<file path="src/design/etx_pkg.sv">
package etx_pkg;

  localparam int unsigned TagW  = 8;
  localparam int unsigned BitsW = 16;
  localparam int unsigned TpbW  = 8;
  localparam int unsigned LenW  = 5;

  localparam logic [BitsW-1:0] GapBits = 16'd96;

  typedef enum logic [1:0] {
    OP_TICK    = 2'd0,
    OP_UPPER   = 2'd1,
    OP_CHANNEL = 2'd2
  } op_e;

  typedef enum logic [1:0] {
    EV_NONE = 2'd0,
    EV_SENT = 2'd1,
    EV_UP   = 2'd2,
    EV_DROP = 2'd3
  } ev_e;

  typedef enum logic [1:0] {
    TXS_IDLE = 2'd0,
    TXS_TX   = 2'd1,
    TXS_GAP  = 2'd2
  } txs_e;

  typedef enum logic [2:0] {
    MODE_IDLE = 3'b001,
    MODE_TX   = 3'b010,
    MODE_GAP  = 3'b100
  } mode_e;

  typedef struct packed {
    logic [BitsW-1:0] bits;
    logic [TagW-1:0]  tag;
  } qentry_t;

  typedef struct packed {
    logic    push;
    logic    pop;
    qentry_t wdata;
  } qctl_t;

  function automatic txs_e mode_code(mode_e m);
    txs_e c;
    case (m)
      MODE_TX:  c = TXS_TX;
      MODE_GAP: c = TXS_GAP;
      default:  c = TXS_IDLE;
    endcase
    return c;
  endfunction

endpackage

</file>
<file path="src/design/etx_ram.sv">
module etx_ram #(
  parameter int unsigned Width = 24,
  parameter int unsigned Depth = 16
) (
  input  logic                     clk_i,
  input  logic                     we_i,
  input  logic [$clog2(Depth)-1:0] waddr_i,
  input  logic [Width-1:0]         wdata_i,
  input  logic [$clog2(Depth)-1:0] raddr_i,
  output logic [Width-1:0]         rdata_o
);

  logic [Width-1:0] mem_q [Depth];
  logic [Width-1:0] rdata_q;

  always_ff @(posedge clk_i) begin
    if (we_i) begin
      mem_q[waddr_i] <= wdata_i;
    end
    rdata_q <= mem_q[raddr_i];
  end

  assign rdata_o = rdata_q;

endmodule

</file>
<file path="src/design/etx_queue.sv">
module etx_queue #(
  parameter int unsigned Depth = 16
) (
  input  logic                       clk_i,
  input  logic                       rst_ni,
  input  etx_pkg::qctl_t             ctl_i,
  output etx_pkg::qentry_t           head_o,
  output logic [$clog2(Depth+1)-1:0] count_o,
  output logic [$clog2(Depth+1)-1:0] count_next_o
);

  localparam int unsigned AddrW = $clog2(Depth);
  localparam int unsigned CntW  = $clog2(Depth + 1);

  logic [AddrW-1:0] head_q, head_d, head_inc, tail;
  logic [CntW-1:0]  count_q, count_d;
  logic [AddrW:0]   head_sum, tail_sum;
  logic             we;
  logic             bypass_q, bypass_d;
  etx_pkg::qentry_t byp_data_q;
  etx_pkg::qentry_t ram_rdata;

  assign head_sum = (AddrW+1)'(head_q) + (AddrW+1)'(1);
  assign head_inc = (head_sum == (AddrW+1)'(Depth)) ? '0 : head_sum[AddrW-1:0];

  assign tail_sum = (AddrW+1)'(head_q) + (AddrW+1)'(count_q);
  assign tail = (tail_sum >= (AddrW+1)'(Depth)) ?
                AddrW'(tail_sum - (AddrW+1)'(Depth)) : tail_sum[AddrW-1:0];

  // A push that is popped in the same transaction never touches storage.
  assign we     = ctl_i.push && !ctl_i.pop;
  assign head_d = ctl_i.pop ? head_inc : head_q;

  always_comb begin
    count_d = count_q;
    if (ctl_i.push && !ctl_i.pop) begin
      count_d = count_q + CntW'(1);
    end else if (ctl_i.pop && !ctl_i.push) begin
      count_d = count_q - CntW'(1);
    end
  end

  // The RAM read is old data on a same-address write, so forward the write.
  assign bypass_d = we && (tail == head_d);

  always_ff @(posedge clk_i or negedge rst_ni) begin
    if (!rst_ni) begin
      head_q   <= '0;
      count_q  <= '0;
      bypass_q <= 1'b0;
    end else begin
      head_q   <= head_d;
      count_q  <= count_d;
      bypass_q <= bypass_d;
    end
  end

  always_ff @(posedge clk_i) begin
    byp_data_q <= ctl_i.wdata;
  end

  etx_ram #(
    .Width($bits(etx_pkg::qentry_t)),
    .Depth(Depth)
  ) u_etx_ram (
    .clk_i  (clk_i),
    .we_i   (we),
    .waddr_i(tail),
    .wdata_i(ctl_i.wdata),
    .raddr_i(head_d),
    .rdata_o(ram_rdata)
  );

  assign head_o       = bypass_q ? byp_data_q : ram_rdata;
  assign count_o      = count_q;
  assign count_next_o = count_d;

endmodule

</file>
<file path="src/design/ethernet_tx_scheduler_ifg.sv">
// Full-duplex Ethernet transmit scheduler with interframe gap.
// Input transactions arrive on the s_axis channel. tuser selects the kind:
// a clock tick, a frame from the upper layer (tag and bit length) or a frame
// from the channel (tag and bit error flag). Upper layer frames wait in a
// FIFO of QUEUE_DEPTH entries; a frame that finds it full is dropped.
// Each input transaction produces exactly one m_axis transaction: the event
// code in tuser, and the event tag, queue length and transmitter state after
// the transaction in tdata.
// The work for one transaction is done in the cycle it is accepted, and the
// result is registered, so it is shown in the next cycle and one transaction
// can be accepted every cycle unless the receiver stalls. The head of the
// queue is read from a RAM with a registered read port, addressed ahead
// with the next head pointer. The bit time in clock ticks is set through
// cfg_we_i and cfg_wdata_i. The user must write it only while the block is
// idle, which the block does not enforce. Reset empties the queue, sets the
// transmitter idle and the bit time to one tick. When the receiver stalls, the
// result stays in the output register and s_axis_tready drops until it is taken.
module ethernet_tx_scheduler_ifg #(
  parameter int unsigned QUEUE_DEPTH = 16
) (
  input  logic        clk_i,
  input  logic        rst_ni,
  input  logic        cfg_we_i,
  input  logic [7:0]  cfg_wdata_i,
  input  logic        s_axis_tvalid,
  output logic        s_axis_tready,
  // frame_tag [7:0], frame_bits [23:8], bit_error [24], zero [31:25]
  input  logic [31:0] s_axis_tdata,
  // op [1:0]
  input  logic [1:0]  s_axis_tuser,
  output logic        m_axis_tvalid,
  input  logic        m_axis_tready,
  // event_tag [7:0], queue_length [12:8], tx_state [14:13], zero [15]
  output logic [15:0] m_axis_tdata,
  // event_res [1:0]
  output logic [1:0]  m_axis_tuser
);

  localparam int unsigned CntW = $clog2(QUEUE_DEPTH + 1);

  logic [etx_pkg::TpbW-1:0]  tpb_q, tpb;
  etx_pkg::mode_e            mode_q, mode_d;
  logic [etx_pkg::BitsW-1:0] bits_rem_q, bits_rem_d;
  logic [etx_pkg::TpbW-1:0]  phase_q, phase_d;
  logic [etx_pkg::TagW-1:0]  cur_tag_q, cur_tag_d;

  logic                      out_valid_q;
  etx_pkg::ev_e              out_ev_q, ev_d;
  logic [etx_pkg::TagW-1:0]  out_tag_q, ev_tag_d;
  logic [etx_pkg::LenW-1:0]  out_len_q;
  etx_pkg::txs_e             out_txs_q;

  logic                      accept;
  etx_pkg::op_e              in_op;
  logic [etx_pkg::TagW-1:0]  in_tag;
  logic [etx_pkg::BitsW-1:0] in_bits;
  logic                      in_err;

  logic [etx_pkg::TpbW-1:0]  phase_inc, tick_phase;
  logic [etx_pkg::BitsW-1:0] tick_bits;
  logic                      bit_end, tick_done;

  etx_pkg::qctl_t            qctl;
  etx_pkg::qentry_t          qhead;
  logic [CntW-1:0]           qcount, qcount_next;

  assign s_axis_tready = !out_valid_q || m_axis_tready;
  assign accept        = s_axis_tvalid && s_axis_tready;

  assign in_op   = etx_pkg::op_e'(s_axis_tuser);
  assign in_tag  = s_axis_tdata[7:0];
  assign in_bits = s_axis_tdata[23:8];
  assign in_err  = s_axis_tdata[24];

  always_ff @(posedge clk_i or negedge rst_ni) begin
    if (!rst_ni) begin
      tpb_q <= 8'd1;
    end else if (cfg_we_i) begin
      tpb_q <= cfg_wdata_i;
    end
  end

  assign tpb = (tpb_q == '0) ? 8'd1 : tpb_q;

  // One tick of the bit-time countdown.
  assign phase_inc  = phase_q + 8'd1;
  assign bit_end    = phase_inc >= tpb;
  assign tick_done  = (bits_rem_q == '0) || (bit_end && (bits_rem_q == 16'd1));
  assign tick_bits  = bit_end ? bits_rem_q - 16'd1 : bits_rem_q;
  assign tick_phase = bit_end ? '0 : phase_inc;

  always_comb begin
    mode_d      = mode_q;
    bits_rem_d  = bits_rem_q;
    phase_d     = phase_q;
    cur_tag_d   = cur_tag_q;
    ev_d        = etx_pkg::EV_NONE;
    ev_tag_d    = '0;
    qctl.push   = 1'b0;
    qctl.pop    = 1'b0;
    qctl.wdata  = '{bits: in_bits, tag: in_tag};
    if (accept) begin
      case (in_op)
        etx_pkg::OP_TICK: begin
          case (mode_q)
            etx_pkg::MODE_TX: begin
              if (tick_done) begin
                ev_d       = etx_pkg::EV_SENT;
                ev_tag_d   = cur_tag_q;
                mode_d     = etx_pkg::MODE_GAP;
                bits_rem_d = etx_pkg::GapBits;
                phase_d    = '0;
              end else begin
                bits_rem_d = tick_bits;
                phase_d    = tick_phase;
              end
            end
            etx_pkg::MODE_GAP: begin
              if (!tick_done) begin
                bits_rem_d = tick_bits;
                phase_d    = tick_phase;
              end else if (qcount != '0) begin
                qctl.pop   = 1'b1;
                cur_tag_d  = qhead.tag;
                bits_rem_d = qhead.bits;
                phase_d    = '0;
                mode_d     = etx_pkg::MODE_TX;
              end else begin
                bits_rem_d = '0;
                phase_d    = '0;
                mode_d     = etx_pkg::MODE_IDLE;
              end
            end
            default: begin
            end
          endcase
        end
        etx_pkg::OP_UPPER: begin
          if (qcount == CntW'(QUEUE_DEPTH)) begin
            ev_d     = etx_pkg::EV_DROP;
            ev_tag_d = in_tag;
          end else begin
            qctl.push = 1'b1;
            if (mode_q == etx_pkg::MODE_IDLE) begin
              qctl.pop   = 1'b1;
              cur_tag_d  = in_tag;
              bits_rem_d = in_bits;
              phase_d    = '0;
              mode_d     = etx_pkg::MODE_TX;
            end
          end
        end
        etx_pkg::OP_CHANNEL: begin
          if (!in_err) begin
            ev_d     = etx_pkg::EV_UP;
            ev_tag_d = in_tag;
          end
        end
        default: begin
        end
      endcase
    end
  end

  etx_queue #(
    .Depth(QUEUE_DEPTH)
  ) u_etx_queue (
    .clk_i       (clk_i),
    .rst_ni      (rst_ni),
    .ctl_i       (qctl),
    .head_o      (qhead),
    .count_o     (qcount),
    .count_next_o(qcount_next)
  );

  always_ff @(posedge clk_i or negedge rst_ni) begin
    if (!rst_ni) begin
      mode_q      <= etx_pkg::MODE_IDLE;
      bits_rem_q  <= '0;
      phase_q     <= '0;
      cur_tag_q   <= '0;
      out_valid_q <= 1'b0;
    end else begin
      mode_q     <= mode_d;
      bits_rem_q <= bits_rem_d;
      phase_q    <= phase_d;
      cur_tag_q  <= cur_tag_d;
      if (s_axis_tready) begin
        out_valid_q <= accept;
      end
    end
  end

  always_ff @(posedge clk_i) begin
    if (accept) begin
      out_ev_q  <= ev_d;
      out_tag_q <= ev_tag_d;
      out_len_q <= etx_pkg::LenW'(qcount_next);
      out_txs_q <= etx_pkg::mode_code(mode_d);
    end
  end

  assign m_axis_tvalid = out_valid_q;
  assign m_axis_tdata  = {1'b0, out_txs_q, out_len_q, out_tag_q};
  assign m_axis_tuser  = out_ev_q;

endmodule

</file>
<file path="config.mk">
export PLATFORM = sky130hd
export DESIGN_NAME = ethernet_tx_scheduler_ifg
export DESIGN_NICKNAME = d
export VERILOG_FILES = /design/src/design/etx_pkg.sv /design/src/design/etx_ram.sv /design/src/design/etx_queue.sv /design/src/design/ethernet_tx_scheduler_ifg.sv
export SDC_FILE = /design/constraint.sdc
export NUM_CORES = 1
export LEC_CHECK = 0
export ABC_AREA = 1
export BUFFER_PORTS_ARGS = -buffer_cell sky130_fd_sc_hd__buf_2
export CORE_MARGIN = 3
export CORE_UTILIZATION = 45
export CTS_CLUSTER_SIZE = 8
export DETAILED_ROUTE_END_ITERATION = 6
export PLACE_DENSITY = 0.67
export SLEW_MARGIN = 20
export SYNTH_ARGS = -nofsm -noshare
export SYNTH_HDL_FRONTEND = slang
export SYNTH_SLANG_ARGS = --single-unit
</file>
<file path="constraint.sdc">
create_clock -name clk_i -period 4.1 [get_ports clk_i]
set_clock_uncertainty 0.15 [all_clocks]
set_input_delay 0.82 -clock clk_i [delete_from_list [all_inputs] [get_ports clk_i]]
set_output_delay 0.82 -clock clk_i [all_outputs]
set_load 0.01 [all_outputs]
</file>
Word-level counts from Yosys, hierarchy flattened
Memories as Yosys holds them, arrays and structs flattened. A register that Yosys moved wholly into a read port is not among the register bits.
Cells that the tools add are included.
- register bits after elaboration: 95
- memory bits (writable): 384
- word-level logic and storage cells: 118
- memories kept: 1
- add/sub/neg operators: 7
- magnitude comparators: 2
- equality and inequality tests: 18
- multiplexer cells: 56
- reduce and logical (&&, ||, !) cells: 19
- memories (name ; words ; bits a word ; rd ports ; clocked after memory_dff ; wr ports ; line ; source):
    u_etx_queue.u_etx_ram.mem_q ; 16 ; 24 ; 1 ; 1 ; 1 ; etx_ram.sv:13 ; logic [Width-1:0] mem_q [Depth];
- operators by type and width (cell ; count):
    $mux 8 ; 15
    $mux 16 ; 6
    $pmux 16 s2 ; 2
    $pmux 8 s2 ; 2
    $mux 24 ; 1
    $pmux 8 s3 ; 1
    $eq 16x1->1 const B ; 1
    $logic_not 16->1 ; 1
    $sub 16x1->16 const B ; 1
    $mux 3 ; 5
    $mux 4 ; 3
    $pmux 3 s2 ; 2
    $eq 5x5->1 const B ; 2
    $mux 2 ; 5
    $mux 5 ; 2
    $ne 2x2->1 const B ; 5
    $reduce_and 5->1 ; 2
    $mux 1 ; 9
    $add 8x1->8 const B ; 1
    $ge 8x8->1 ; 1
    $logic_not 8->1 ; 1
    $reduce_and 7->1 ; 1
    $eq 3x2->1 const B ; 2
    $eq 3x3->1 const B ; 2
    22 further kinds ; 29

Depth between registers and ports, before layout
Gate-level depths: netlist (run 1).
- depth in word-level cells: 13
- gate-level depth with buffers: 25
- mapped depth without buffers: 24

Hierarchy
Synthesis (run 1) repeated with hierarchy kept, for this count alone.
- cells, all modules: 2278
- area total of the unflattened synthesis: 22419.0 µm²
- by module, submodules not included (module ; instances ; cells each ; area an instance (µm²)):
    etx_ram ; 1 ; 1597 ; 16951.3
    ethernet_tx_scheduler_ifg ; 1 ; 529 ; 3936.3
    etx_queue ; 1 ; 152 ; 1531.5

Worst setup path after synthesis (run 1)
Ideal clock, no wire load.
- path kind: register to register
- from: register phase_q[0] in the netlist's numbering
- to: memory u_etx_queue.u_etx_ram.mem_q[0][0] (enable)
- library setup time: 0.405 ns
- arrival time: 3.491 ns
- data required time: 3.545 ns
- path slack: 0.054 ns
- cell stages (with the launch flop): 21
- path buffers: 1
- clock period less this slack: 4.046 ns
- cell sequence: dfrtp_1 -> ha_1 -> nand3_1 -> nor2_1 -> nand2_1 -> xor2_1 -> inv_1 -> ha_1 -> nand2_1 -> o21a_1 -> nand2_1 -> nand2_2 -> nand2_4 -> nand2_2 -> nand2_2 -> nand2_4 -> buf_6 -> nand3_1 -> inv_1 -> nand3_1 -> nor2_1
- longest elaborated chain between the ends: 12
- RTL lines (item ; line ; source):
    start: declaration ; ethernet_tx_scheduler_ifg.sv:44 ; logic [etx_pkg::TpbW-1:0] phase_q, phase_d;
    start signal: assignment ; ethernet_tx_scheduler_ifg.sv:186 ; phase_q <= phase_d;
    $add 8x1->8 ; ethernet_tx_scheduler_ifg.sv:86 ; assign phase_inc = phase_q + 8'd1;
    $ge 8x8->1 ; ethernet_tx_scheduler_ifg.sv:87 ; assign bit_end = phase_inc >= tpb;
    $logic_and 1x1->1 ; ethernet_tx_scheduler_ifg.sv:88 ; assign tick_done = (bits_rem_q == '0) || (bit_end && (bits_rem_q == 16'd1));
    $logic_or 1x1->1 ; ethernet_tx_scheduler_ifg.sv:88 ;
    $mux 1 ; ethernet_tx_scheduler_ifg.sv:119 ; if (!tick_done) begin
    $mux 1 ; ethernet_tx_scheduler_ifg.sv:105 ; case (mode_q)
    $pmux 1 s2 ; ethernet_tx_scheduler_ifg.sv:103 ; case (in_op)
    $mux 2 ; ethernet_tx_scheduler_ifg.sv:102 ; if (accept) begin
    $logic_not 1->1 ; etx_queue.sv:31 ; assign we = ctl_i.push && !ctl_i.pop;
    $logic_and 1x1->1 ; etx_queue.sv:31 ;
    $mux 1 ; etx_ram.sv:17 ; if (we_i) begin
    $mux 1 (not written as such) ; etx_ram.sv:18 ; mem_q[waddr_i] <= wdata_i;
    end: declaration ; etx_ram.sv:13 ;
Every way passes these cells.

Final worst setup path (run 1)
- from: register phase_q[2] in the netlist's numbering
- to: memory u_etx_queue.u_etx_ram.mem_q[14][10] (enable)
Same word-level chain as after synthesis.

==> flow_metrics.tcl, run 1 <==
set metrics [dict create \
    status "finished, final reports clean" \
    power_density_nw_per_um2 634.5 \
    drive_above_1_share_pct 11.50 \
    hold_class "primary input to asynchronous set/reset pin" \
    synth_area_um2 22460 \
    die_area_um2 52630 \
    post_synth_num_cell_types 49 \
    num-fill-cells 4112 \
    dpl_cell_area_um2 23880 \
    drt_wl_total_um 56300 \
    core_area_um2 49150 \
    layout_commonest_cell "nand3_1" \
    gp_congestion 0.8868 \
    p_seq_share_pct 38.2 \
    final_cell_mix "457 x nand3_1, 401 x edfxtp_1, 366 x inv_1, 322 x nand2_1, 98 x nand3b_1" \
    wl_per_cell_um 18.97 \
    drtIter0Drc 1861 \
    io_buffers 58 \
    synth.largest_area_cell "edfxtp_1" \
    p_int_w 0.01106 \
    cp_max_fo 24 \
    place_inst 2821 \
    finalCriticalPeriod_ps 3851 \
    ys_warn_count 0 \
    combPwrFrac_pct 28.8 \
    grt_pass1_wl_um 84530 \
    ir_worst_vdd_uv 399.9 \
    p_clk_share_pct 33.0 \
    vias_per_cell 5.366 \
    avgSynthCellArea_um2 10.44 \
    detail-route-antenna-nets 0 \
    cts_max_level 3 \
    clk_path_buf_depth 3 \
    stdcell_count 2968 \
    cts.sinks 503 \
    ys_async_sr_fraction_pct 10.74 \
    drv_cap 0 \
    cts_root_buf "clkbuf_16" \
    clk_pin_slew_worst_paths_ps 50 \
    numCtsBuffers 72 \
    drc 0 \
    worst_setup_path_end_kind "flip-flop" \
    p_sw_share_pct 33.69 \
    finish.instance_area_um2 26280 \
    ios 67 \
    fp.dieH_um 229.4 \
    grt_max_degree 81 \
    min_period_over_period_pct 93.92 \
    finalSetupViolations 0 \
    worstPathRequired_ps 4220 \
    synth_top_area_share_pct 53.61 \
    dr.pass1.iters 5 \
    power_switching_w 0.005618 \
    netlist_instances 2151 \
    start_util_pct 45.70 \
    max_freq_ghz 0.2597 \
    crit_type "flip-flop to flip-flop" \
    ys.flop_type "edfxtp_1" \
    grt_pass1_vias 15360 \
    n_antenna_cell 0 \
    die_width_um 229.4 \
    synth.net_count 2216 \
    arrival_ps 3970 \
    synth-edff-count 401 \
    worstMarginPinSlew_ps 782.2 \
    maxSlewHeadroom_pct 47.85 \
    rows 81 \
    layout.nets 2312 \
    synth-seq-cells 503 \
    grt_usage_pct 20.53 \
    maxSlewViolCount 0 \
    synth.area.top_cells "edfxtp_1 54%, nand3_1 10%, inv_1 6.1%" \
    finalHoldViolCount 0 \
    clk_latency_ps 590 \
    area_growth_pct 17.01 \
    dp_hpwl_um 32130 \
    cts_hold_buf 0 \
    antenna_found_initial 2 \
    num_vias 15930 \
    ys_seq_area_share_pct 63.91 \
    startpoint_type "flip-flop" \
    leakagePower_nw 10.86 \
    cts_tree "done" \
    grt_overflow_total 0 \
]
## registers in the layout, indices dropped and copies added, names as in the netlist, 8 cells and up
register                       count
u_etx_queue.u_etx_ram.mem_q      384
u_etx_queue.byp_data_q            24
u_etx_queue.u_etx_ram.rdata_o     24
bits_rem_q                        16
cur_tag_q                          8
out_tag_q                          8
phase_q                            8
tpb_q                              8
## cell usage after synthesis (3+ instances only)
library cell  instances
a211oi_1              8
a21oi_1              27
buf_1                11
buf_2                51
buf_4                 6
buf_6                21
clkbuf_1             25
dfrtp_1              52
dfxtp_1              48
edfxtp_1            401
ha_1                 17
inv_1               367
inv_2                 6
mux2i_1              13
nand2_1             323
nand2_2               8
nand3_1             461
nand3b_1             98
nand4_1              10
nor2_1               57
nor3_1                9
nor4_1                3
o211ai_1              7
o21ai_0              58
o221ai_1              8
o22ai_1               8
xnor2_1               3
xor2_1               15
## final cells by class
class	count	area (um2)	area share, %
flip-flops and latches	503	14360	54.63
repair buffers	132	1294	4.923
clock inverters	3	26.28	0.09998
multi-input cells	1164	6290	23.93
well taps	664	830.8	3.161
inverters	374	1409	5.361
clock buffers	128	2076	7.898
## final timing paths
| check | cells after the start | startpoint | slack (ps) | end |
|---|---|---|---|---|
| max | 20 | phase_q[2] | 250 | u_etx_queue.u_etx_ram.mem_q[14][10] |
| min | 1 | rst_ni | 160 | u_etx_queue.head_q[3] |
| max reg2reg | 20 | phase_q[2] | 250 | u_etx_queue.u_etx_ram.mem_q[14][10] |
| min reg2reg | 2 | tpb_q[0] | 350 | tpb_q[0] |
| max in group asynchronous | 2 | rst_ni | 2760 | tpb_q[0] |
| min in group clk_i | 3 | cfg_wdata_i[7] | 300 | tpb_q[7] |
## worst max-delay path: stages, from the launching register on
cell	delay, ps
dfrtp_1	400
nand3_1	130
nor2_1	170
nand2_1	90
xor2_1	210
inv_1	70
ha_1	290
a21oi_1	150
o21a_1	120
nand2_1	110
nand2_2	110
nand2_4	90
nand2_2	70
nand2_2	100
nand2_8	160
nand3_1	200
inv_4	170
nand3_2	160
buf_4	210
nor2_4	110
buf_12	240
## timing repair
item / in CTS / in global routing
buffers inserted: 0 / 9
endpoints found under the setup margin: 0 / 380
endpoints found under the hold margin: 0 / 0
resized for setup: 0 / 21
## power by group through the flow
stage,sequential (W),combinational (W),clock [W]
6_report,0.00637,0.00480,0.00550
4_1_cts,0.00636,0.00456,0.00558
5_1_grt,0.00641,0.00527,0.00582
2_1_floorplan,0.00635,0.00306,0
3_3_place_gp,0.00644,0.00442,0
3_5_place_dp,0.00646,0.00453,0
## metal layers
layer | wire [um] | track usage (%)
met4 | 1396 | 7.098
met3 | 4434 | 4.067
met2 | 26950 | 33.63
met5 | 0 | 0
met1 | 23520 | 27.39
## metrics by stage
stage	util, %	worst slack (ps)	hold slack, ps	total power (W)	TNS, ps
2_1_floorplan	-	54.34	309.0	0.009409	0
3_3_place_gp	48.59	146.3	336.3	0.01085	0
3_5_place_dp	48.59	57.25	350.0	0.01099	0
4_1_cts	52.86	55.47	172.8	0.01650	0
5_1_grt	53.47	-18.64	214.2	0.01750	-181.0
6_report	53.47	249.2	164.9	0.01668	0
## kinds of logic (layout without fill, tap and decap cells)
kind of cell	Yosys count	after routing	synth area share, %
other	1	1	0.01670
adders and majority gates	18	18	1.036
xor gates and xnor gates	18	18	0.7019
AOI/OAI and AO/OA	129	129	3.365
buffers and inverters	488	637	9.241
and+or+nand+nor	981	985	21.15
DFF	503	503	63.91
muxes	13	13	0.5793
(Power assumes the default switching activity.)
==> run 2: changes to the inputs <==
==> constraint.sdc (replaced) <==
create_clock -name clk_i -period 4.1 [get_ports clk_i]
set_clock_uncertainty 0.15 [all_clocks]
set_input_delay 0.41 -clock clk_i [delete_from_list [all_inputs] [get_ports clk_i]]
set_output_delay 0.41 -clock clk_i [all_outputs]
set_load 0.01 [all_outputs]
==> run 2 against run 1 <==
  * Fmax up 1.5%
  * Largest cell class unchanged
  * Sequential share of layout area increased by 0.068 points
  * Hold slack worse by 130 ps
  * Power down 0.95%
==> flow_metrics.tcl, run 2 (synthesized netlist as in run 1, its figures left out) <==
set metrics [dict create \
    status "finished, final reports clean" \
    cts.sinks 503 \
    cts_max_level 3 \
    grt_pass1_vias 15640 \
    slowest_stage "dfrtp_1" \
    maxSlewHeadroom_pct 52.49 \
    critPathLaunch "phase_q[0]" \
    rsz0062_at_grt "false" \
    p_clk_share_pct 33.2 \
    startpoint_type "flip-flop" \
    maxSlewViolCount 0 \
    r2r_end "u_etx_queue.u_etx_ram.mem_q[2][13]" \
    clk_latency_ps 580 \
    grt_usage_pct 20.67 \
    critical_path.cell_chain "ha_1, nand3_1, nor2_1, nand2_1, xor2_1, inv_1, ha_1, nand2_1, o21a_1, nand2_1, nand2_2, nand2_4, nand2_2, nand2_2, nand2_4, nand3_1, inv_2, nand3_2, nor2_4, buf_4" \
    numCtsBuffers 72 \
    clk_pin_slew_worst_paths_ps 50 \
    cts_tree "done" \
    holdPathEnd "u_etx_queue.byp_data_q[16]" \
    tns_ps 0 \
    antenna_found_initial 1 \
    wl_per_cell_um 18.38 \
    layout_commonest_cell "nand3_1" \
    min_path_cells 1 \
    power_switching_w 0.005548 \
    die_area_um2 52630 \
    cts_root_buf "clkbuf_16" \
    arrival_ps 3900 \
    hold_start "s_axis_tdata[16]" \
    finalHoldViolCount 0 \
    regToRegStartpoint "phase_q[0]" \
    finalPower_w 0.01652 \
    p_int_w 0.01097 \
    crit_type "flip-flop to flip-flop" \
    area_growth_pct 16.86 \
    largest-register "u_etx_queue.u_etx_ram.mem_q" \
    dp_hpwl_um 31300 \
    hold_class "primary input to flip-flop" \
    num_vias 15670 \
    ios 67 \
    power_density_nw_per_um2 629.3 \
    critPathBufInv 3 \
    crit_family "simple AND/OR/NAND/NOR gates" \
    n_antenna_cell 0 \
    grt_max_degree 85 \
    start_util_pct 45.70 \
    io_buffers 58 \
    num-fill-cells 4154 \
    p_sw_share_pct 33.59 \
    die_width_um 229.4 \
    fp.dieH_um 229.4 \
    combPwrFrac_pct 28.2 \
    min_period_over_period_pct 92.55 \
    gp_congestion 0.8911 \
    drive_above_1_share_pct 10.45 \
    drc 0 \
    cpPeakStageDelay_ps 410 \
    dr.pass1.iters 5 \
    max_freq_ghz 0.2635 \
    rows 81 \
    worst_setup_path_end_kind "flip-flop" \
    drt_wl_total_um 54590 \
    finalSetupViolations 0 \
    grt_overflow_total 0 \
    core_area_um2 49150 \
    ff2ff_path_depth 20 \
    layout.nets 2316 \
    detail-route-antenna-nets 0 \
    drtIter0Drc 1644 \
    drv_cap 0 \
    cp_max_fo 15 \
    p_seq_share_pct 38.5 \
    worstPathRequired_ps 4200 \
    vias_per_cell 5.277 \
    leakagePower_nw 10.83 \
    final_cell_mix "457 x nand3_1, 401 x edfxtp_1, 366 x inv_1, 323 x nand2_1, 98 x nand3b_1" \
    finalCriticalPeriod_ps 3795 \
    grt_pass1_wl_um 85500 \
    ir_worst_vdd_uv 367.1 \
    worst-r2r-setup-slack_ps 310 \
    clk_path_buf_depth 3 \
    worstMarginPinSlew_ps 711.6 \
    largest_register_ffs 384 \
]
## run 2: cell count changes in the layout (fill, tap and decap cells not counted), sizes merged
cell         previous run  this run
clkbuf                131       127
nand2                 337       333
buf                   129       113
dlygate4sd3             0        26
## run 2: worst max path at each step
stage,to,slack [ps],depth (start not counted)
finish,u_etx_queue.u_etx_ram.mem_q[2][13],310,20
detailed placement,u_etx_queue.u_etx_ram.mem_q[0][18],110,20
global route,u_etx_queue.u_etx_ram.mem_q[7][17],3,20
global placement,u_etx_queue.u_etx_ram.mem_q[0][18],150,20
floorplan,u_etx_queue.u_etx_ram.mem_q[0][0],50,20
CTS,u_etx_queue.u_etx_ram.mem_q[0][16],60,20
## run 2: routing by layer
layer  wire (um)  track usage [%]  share of wire (%)
met1       23060            27.62                 42
met2       26250            34.07                 48
met3        3882            3.358                7.1
met4        1401            7.804                2.6
met5           0                0                  0
## run 2: power by group through the flow
stage | combinational [W] | clock [W] | sequential [W]
5_1_grt | 0.00515 | 0.00582 | 0.00640
3_3_place_gp | 0.00438 | 0 | 0.00644
3_5_place_dp | 0.00448 | 0 | 0.00645
2_1_floorplan | 0.00306 | 0 | 0.00635
6_report | 0.00467 | 0.00548 | 0.00637
4_1_cts | 0.00454 | 0.00558 | 0.00636
## run 2: final cells by class
cell class	instances	area [um2]	area share, %
clock buffer	126	2068	7.879
inverter	374	1406	5.358
timing repair buffer	140	1344	5.119
clock inverter	3	26.28	0.1001
multi-input combinational	1160	6217	23.69
sequential	503	14360	54.69
tap	664	830.8	3.165
## run 2: per-stage QoR
step	cells	setup WS (ps)	hold slack, ps	instance area (um2)	util [%]
final	2970	305.2	29.97	26250	53.40
after global routing	2970	3.128	28.52	26250	53.40
after CTS	2966	58.15	1.500	26150	53.20
after detailed placement	2811	110.2	267.8	23790	48.41
after global placement	2811	146.0	256.7	23790	48.41
after floorplan	2151	54.34	-35.59	22460	-
## run 2: timing repair
item | 4_1_cts | 5_1_grt
setup buffers | 0 | 3
endpoints found under the hold margin | 42 | 0
hold buffers | 26 | 0
resized for setup | 0 | 14
endpoints found under the setup margin | 0 | 404
